### config.mk
export PLATFORM = sky130hd
export DESIGN_NAME = m3i_div_lane
export DESIGN_NICKNAME = d
export VERILOG_FILES = /design/src/hw/rtl/m3i_pkg.sv /design/src/hw/rtl/m3i_div_lane.sv
export SDC_FILE = /design/constraint.sdc
export NUM_CORES = 2
export LEC_CHECK = 0
export BUFFER_PORTS_ARGS = -buffer_cell sky130_fd_sc_hd__buf_2
export CAP_MARGIN = 0
export CORE_ASPECT_RATIO = 1.25
export CORE_UTILIZATION = 45
export CTS_BUF_LIST = sky130_fd_sc_hd__clkbuf_8 sky130_fd_sc_hd__clkbuf_16
export CTS_CLUSTER_DIAMETER = 50
export DETAILED_ROUTE_END_ITERATION = 16
export SETUP_SLACK_MARGIN = 0.02
export SYNTH_ARGS = -nofsm -noshare
export SYNTH_HDL_FRONTEND = slang
export SYNTH_SLANG_ARGS = --single-unit
### constraint.sdc
create_clock -name i_clk -period 5.1 [get_ports i_clk]
set_clock_uncertainty 0.05 [all_clocks]
set_input_delay 0 -clock i_clk [delete_from_list [all_inputs] [get_ports i_clk]]
set_output_delay 0 -clock i_clk [all_outputs]
set_load 0.03 [all_outputs]
### src/hw/rtl/m3i_pkg.sv
// shared widths, types and sideband struct for the 3x3 matrix inverse
package m3i_pkg;

    localparam int ELEM_WIDTH   = 16;
    localparam int FRAC_BITS    = 8;
    localparam int N_ELEM       = 9;
    localparam int PROD_W       = 2 * ELEM_WIDTH;
    localparam int COF_W        = PROD_W + 1;
    localparam int DPROD_W      = ELEM_WIDTH + COF_W;
    localparam int DET_W        = DPROD_W + 2;
    localparam int NUM_W        = COF_W + 2 * FRAC_BITS;
    localparam int REM_W        = DET_W + ELEM_WIDTH;
    localparam int FRONT_STAGES = 5;
    localparam int DIV_STAGES   = ELEM_WIDTH + 2;
    localparam int PIPE_DEPTH   = FRONT_STAGES + DIV_STAGES;

    typedef logic signed [ELEM_WIDTH-1:0] t_elem;
    typedef logic signed [PROD_W-1:0]     t_prod;
    typedef logic signed [COF_W-1:0]      t_cof;
    typedef logic signed [DPROD_W-1:0]    t_dprod;
    typedef logic signed [DET_W-1:0]      t_det;
    typedef logic signed [NUM_W-1:0]      t_num;
    typedef logic [NUM_W-1:0]             t_nmag;
    typedef logic [DET_W-1:0]             t_dmag;
    typedef logic [REM_W-1:0]             t_rem;
    typedef logic [ELEM_WIDTH-1:0]        t_quo;

    // front end to divider lanes: shared divisor, per-lane sign and singular flag
    typedef struct packed {
        logic [N_ELEM-1:0] neg;
        t_dmag             dmag;
        logic              singular;
    } t_front_side;

endpackage

### src/hw/rtl/m3i_div_lane.sv
// one pipelined restoring divider lane with saturation and output register
module m3i_div_lane import m3i_pkg::*; (
    input  logic  i_clk,
    input  logic  i_en,
    input  t_nmag i_nmag,
    input  t_dmag i_dmag,
    input  logic  i_neg,
    input  logic  i_singular,
    output t_elem o_res
);

    t_rem  r_rem [ELEM_WIDTH];
    t_dmag r_d   [ELEM_WIDTH];
    t_quo  r_q   [ELEM_WIDTH+1];
    logic  r_neg [ELEM_WIDTH+1];
    logic  r_ovf [ELEM_WIDTH+1];
    t_elem r_res;

    t_quo lim;
    t_quo qsat;

    // overflow check: quotient at or above 2^ELEM_WIDTH saturates
    always_ff @(posedge i_clk) begin
        if (i_en) begin
            r_rem[0] <= t_rem'(i_nmag);
            r_d[0]   <= i_dmag;
            r_q[0]   <= '0;
            r_neg[0] <= i_neg;
            r_ovf[0] <= t_rem'(i_nmag) >= (t_rem'(i_dmag) << ELEM_WIDTH);
        end
    end

    // one quotient bit per stage, msb first
    for (genvar k = 1; k <= ELEM_WIDTH; k++) begin : g_step
        localparam int BIT = ELEM_WIDTH - k;
        t_rem sh;
        logic ge;

        assign sh = t_rem'(r_d[k-1]) << BIT;
        assign ge = r_rem[k-1] >= sh;

        always_ff @(posedge i_clk) begin
            if (i_en) begin
                r_q[k]   <= r_q[k-1] | (t_quo'(ge) << BIT);
                r_neg[k] <= r_neg[k-1];
                r_ovf[k] <= r_ovf[k-1];
            end
        end

        if (k < ELEM_WIDTH) begin : g_carry
            always_ff @(posedge i_clk) begin
                if (i_en) begin
                    r_rem[k] <= ge ? r_rem[k-1] - sh : r_rem[k-1];
                    r_d[k]   <= r_d[k-1];
                end
            end
        end
    end

    // saturate to the signed range and apply sign
    always_comb begin
        lim  = r_neg[ELEM_WIDTH] ? {1'b1, {(ELEM_WIDTH-1){1'b0}}}
                                 : {1'b0, {(ELEM_WIDTH-1){1'b1}}};
        qsat = (r_ovf[ELEM_WIDTH] || (r_q[ELEM_WIDTH] > lim)) ? lim : r_q[ELEM_WIDTH];
    end

    always_ff @(posedge i_clk) begin
        if (i_en) begin
            if (i_singular) begin
                r_res <= '0;
            end else begin
                r_res <= r_neg[ELEM_WIDTH] ? t_elem'(-qsat) : t_elem'(qsat);
            end
        end
    end

    assign o_res = r_res;

endmodule

# == Word level (Yosys, flattened, before mapping) ==
# Memories as Yosys holds them, arrays and structs flattened.
# Index checks and enable logic that the tools add are counted.
# totals
regBits,16
ramBits,2194
output_inout_bits,16
n_memories,5
# classes
addsub,16
order_cmp,18
mux,20
bitwise,16
reduce_logical,1
# mem_list
memory,words,width,rd,rd_clocked_by_memory_dff,write_ports,line,text
r_rem,16,67,16,0,16,m3i_div_lane.sv:12,t_rem r_rem [ELEM_WIDTH];
r_d,16,51,16,0,16,m3i_div_lane.sv:13,t_dmag r_d [ELEM_WIDTH];
r_q,17,16,17,0,17,m3i_div_lane.sv:14,t_quo r_q [ELEM_WIDTH+1];
r_neg,17,1,17,0,17,m3i_div_lane.sv:15,logic r_neg [ELEM_WIDTH+1];
r_ovf,17,1,17,0,17,m3i_div_lane.sv:16,logic r_ovf [ELEM_WIDTH+1];
# op_table
cell,count
$mux W67,15
$ge A49 B67 Y1,1
$ge A67 B51 Y1,1
$ge A67 B52 Y1,1
$ge A67 B53 Y1,1
$ge A67 B54 Y1,1
$ge A67 B55 Y1,1
$ge A67 B56 Y1,1
$ge A67 B57 Y1,1
$ge A67 B58 Y1,1
$ge A67 B59 Y1,1
$ge A67 B60 Y1,1
$ge A67 B61 Y1,1
$ge A67 B62 Y1,1
$ge A67 B63 Y1,1
$ge A67 B64 Y1,1
$ge A67 B65 Y1,1
$ge A67 B66 Y1,1
$sub A67 B52 Y67,1
$sub A67 B53 Y67,1
$sub A67 B54 Y67,1
$sub A67 B55 Y67,1
$sub A67 B56 Y67,1
$sub A67 B57 Y67,1
other kinds (30),33

# == Logic depth before layout (Yosys ltp) ==
# An unclocked memory read counts as a cell.
# depth
word_depth,7
mapped_depth,19
mapped_depth_nobuf,17

# == Least setup slack after synthesis ==
# Ideal clock, no wire load.
# synth_path
path_kind,register to register
startpoint,memory r_d[7][0] (netlist name)
endpoint,memory r_rem[1][534] (netlist name) (data pin)
arrival_ns,3.539
required_time_ns,4.784
slack_ns,1.245
path_stages_with_launch,15
n_path_buf,0
synth_period_minus_slack_ns,3.855
path_cell_list,edfxtp_1 > ha_1 > fa_1 > nand2b_1 > a211oi_1 > nor2_1 > o21ai_1 > a41oi_1 > o41ai_1 > a21oi_1 > o41ai_1 > nand4_1 > nand3_1 > nor3_1 > xor2_1
# synth_rtl
element,line
"start, declared",m3i_div_lane.sv:13
"end, declared",m3i_div_lane.sv:12

==> summary.md <==
| Metric | Value |
|---|---|
| Top post-synthesis cells by area | edfxtp_1 (52%), ha_1 (8.9%), a21oi_1 (4.4%) |
| WL final | 328,000 um |
| Horizontal extent of the die | 463 um |
| Number of antenna-violating nets in the routed design | 0 |
| Ratio of total power to cell area | 555 nW/um2 |
| Finished Core Util | 51.9% |
| Slew margin rel. | 13.3% |
| Library cell with the largest summed area after synthesis | edfxtp_1 |
| First-iteration detailed-routing DRC count | 4,281 |
| Critical path data required time | 5640 ps |
| Via count of the first global-routing pass | 90.0k |
| Sequential-to-total area share from yosys stat | 51.7% |
| Summed instance area of the synthesized netlist | 119,000 um2 |
| Peak supply drop | 356 uV |
| Wire length per cell after detailed routing | 21.0 um |
| P_leak | 0.0558 uW |
| Share of async-settable or async-resettable flops after synthesis | 0% |
| Status | finished, final reports clean |
| Critical path arrival | 5430 ps |
| Reg clk slew, reported paths | 60 ps |
| Clock sink count | 2,056 |
| Number of CTS-inserted buffers | 269 |
| Leading register cell type out of synthesis | edfxtp_1 |
| Post-synth top area share | 51.7% |
| Number of antenna violations at the first check in global routing | 7 |
| Post-layout nets | 12.9k |
| Final critical-path required period | 4890 ps |
| Count of buffers inserted at the top-level ports | 119 |
| Hpwl dp | 262,000 um |
| Hold Fails Final Rpt | 0 |
| Count of mapped cells out of synthesis | 11.3k |
| Number of vias per cell | 5.48 |
| Via total after detailed routing | 85.6k |
| Fraction of final layout cells sized beyond drive strength 1 | 9.12% |
| Maximum operating frequency | 205 MHz |
| Final count of pins violating max slew | 0 |
| Unrepaired setup endpoints after global routing | yes |
| Number of iterations in the first detailed-routing pass | 6 |
| Period utilization | 95.9% |
| Combined area of the multi-input logic cells | 52,500 um2 |
| Final-layout fill cell count | 23.1k |
| Number of buffers on the longest clock path | 4 |
| Start point of the worst hold path | i_neg |
| Critical Path Fanout Max | 6 |
| Total of flip-flops plus latches after synthesis | 2,056 |
| Skew-Pair Late Insertion Delay | 860 ps |
| Total power | 76,100 uW |
| Crit Reg-Reg Startpoint | r_d[5][0] |
| Global Route Usage Sum | 24.0% |
| Placer congestion estimate | 0.974 |
| Reg2Reg Depth | 17 |
| Cell area reported after detailed placement | 126,000 um2 |
| Reg-to-reg endpoint | r_rem[1][266] |
| Worst Hold Depth | 2 |
| Final design instance area without fill | 137,000 um2 |
| Critical path endpoint category | flop |
| Final setup violation count | 0 |
| Htree depth | 5 |
| Core area | 264,000 um2 |
| Maximum Capacitance Violations | 0 |
| Clock tree from TritonCTS | yes |
| Initial cell density of the core | 45.2% |
| Total die area | 268,000 um2 |
| Number of synthesized flops with an enable pin | 2,056 |
| Post-Syn Area per Cell | 10.6 um2 |
| Post-CTS setup-driven buffer insertion count | 0 |
| Die outline height | 578 um |
| Transition time at the pin with the least slew margin | 1290 ps |
| R2R Setup Slk | 210 ps |
| Top-Level Pins | 120 |
| Clock root buffer master | clkbuf_16 |
| Area occupied by registers | 61,700 um2 |
| Type of the worst min-delay path | primary input to flop |
| Pin count of the biggest net entering global routing | 167 |
| Crit path launch type | flop |
| Smallest hold slack | 17.4 ps |
| Number of remaining DRC errors | 0 |
| Hold EP | r_neg[0][0] |
| Wire length of the first global-routing pass | 497,000 um |
| Number of different library cells in the post-synthesis netlist | 94 |
| Nets in the synthesized netlist | 12.3k |
| Remaining Overflow, GRT | 0 |
| Standard-cell row count | 211 |
| Warnings, synthesis | 0 |
| Path type of the worst setup path | flop to flop |
| Syn-to-layout area delta | 14.9% |
-- flip-flops by register name, summed over array words and instances, names as in the netlist --
register / count
r_d: 816
r_ovf: 17
r_q: 136
r_neg: 17
r_rem: 1054
o_res: 16
-- report_power, final --
group	switching, uW	leakage [uW]	internal (uW)	total (uW)
Sequential	2210	0.0200	24000	26200
Clock	7390	0.00433	11000	18400
Combinational	18500	0.0315	13000	31500
-- cells by family (layout without fill, tap and decap cells) --
logic type | Yosys count | in the layout | synth area share (%)
compound gates | 3168 | 3168 | 16.3
simple gates | 2892 | 2892 | 11.5
flops | 2056 | 2056 | 51.7
buf+inv | 1422 | 2214 | 4.53
fa+ha+maj | 864 | 864 | 9.14
xor+xnor | 795 | 795 | 5.83
mux | 110 | 110 | 1.03
other cells | 0 | 22 | 0
-- metal layers --
layer	wire length, um	vias to the layer above	GRT usage, %
met1	108000	40100	20.8
li1	-	42600	-
met5	0	-	0
met3	8910	939	2.64
met4	35000	0	22.6
met2	177000	1976	47.4
-- repair_timing --
item	CTS	global route
gates resized for setup	0	5
endpoints found under the hold margin	586	0
endpoints found under the setup margin	0	16
hold buffers	203	0
-- cell type report --
type	count	share of cell area [%]
clock inverters	203	1.36
inverters	1047	2.86
well taps	3514	3.20
multi-input cells	7829	38.3
repair buffers	692	4.32
diodes	22	0.0401
flip-flops and latches	2056	45.0
clock buffers	272	4.96
-- worst max-delay path by stage --
stage / start / to / slack [ps]
final: r_d[5][0] / r_rem[1][266] / 210
after global routing: r_d[7][0] / r_rem[1][534] / 8
after floorplan: r_d[7][0] / r_rem[1][534] / 1250
after detailed placement: r_d[5][0] / r_rem[1][266] / 50
after CTS: r_d[5][0] / r_rem[1][266] / 50
after global placement: r_d[1][19] / r_rem[0][267] / -390
-- cells in the final DEF, fill, tap and decap left out, drive strengths merged, types with 133 or more instances in the layout --
cell type and count:
a21o 507, a21oi 1052, buf 489, clkbuf 272, dlygate4sd3 203, edfxtp 2056
ha 849, inv 1119, nand2 963, nand3 176, nand4 217, nor2 747
nor3 169, o21ai 801, o21bai 133, xnor2 447, xor2 348
-- per-stage QoR --
step	setup TNS (ps)	std cells	setup slack, ps
final	0	15600	211
after global routing	0	15600	8.30
after CTS	0	15600	46.5
after detailed placement	0	14900	46.3
after global placement	-16140	14900	-386
after floorplan	0	11300	1250
-- worst max-delay path, stage by stage, from the launching register on --
cell and delay (ps):
edfxtp_1 400, ha_1 250, fa_1 420, nor2b_1 190, o31ai_1 140, a31oi_1 270, a311oi_1 350, o41ai_2 520
nor2_1 70, buf_4 160, o31ai_2 490, a21boi_1 130, buf_4 190, o21a_1 260, a2111oi_1 390, buf_4 180
nand2_1 60, xnor2_1 130
-- synth_stat cells, types with 16 or more instances --
cell type  instances
nand4_1          217
or3_1             47
o21a_1           103
buf_2             57
a21oi_1         1052
edfxtp_1        2056
ha_1             849
a211o_1           18
inv_1           1043
nor4_1            91
o211ai_1          52
nor2b_1          103
o21ai_0          785
nor2_1           746
xnor2_1          447
a31oi_1           94
mux2_2           103
nand2b_1         101
o31ai_1           64
o21bai_1         133
nand3_1          176
and2_1            45
a311oi_1          17
and4_1            30
a211oi_1          61
a21boi_0          30
o41ai_1           18
and3_1            70
nand4b_1          16
xor2_1           348
nand2_1          963
or2_2             26
a41oi_1           23
nor3_1           167
a221oi_1          36
nand3b_1          17
a21o_1           507
clkbuf_1         291
nor4b_1           17
buf_1             27
o31a_1            22
or4_1             28
Note: power is estimated with default switching activity, not from simulation.
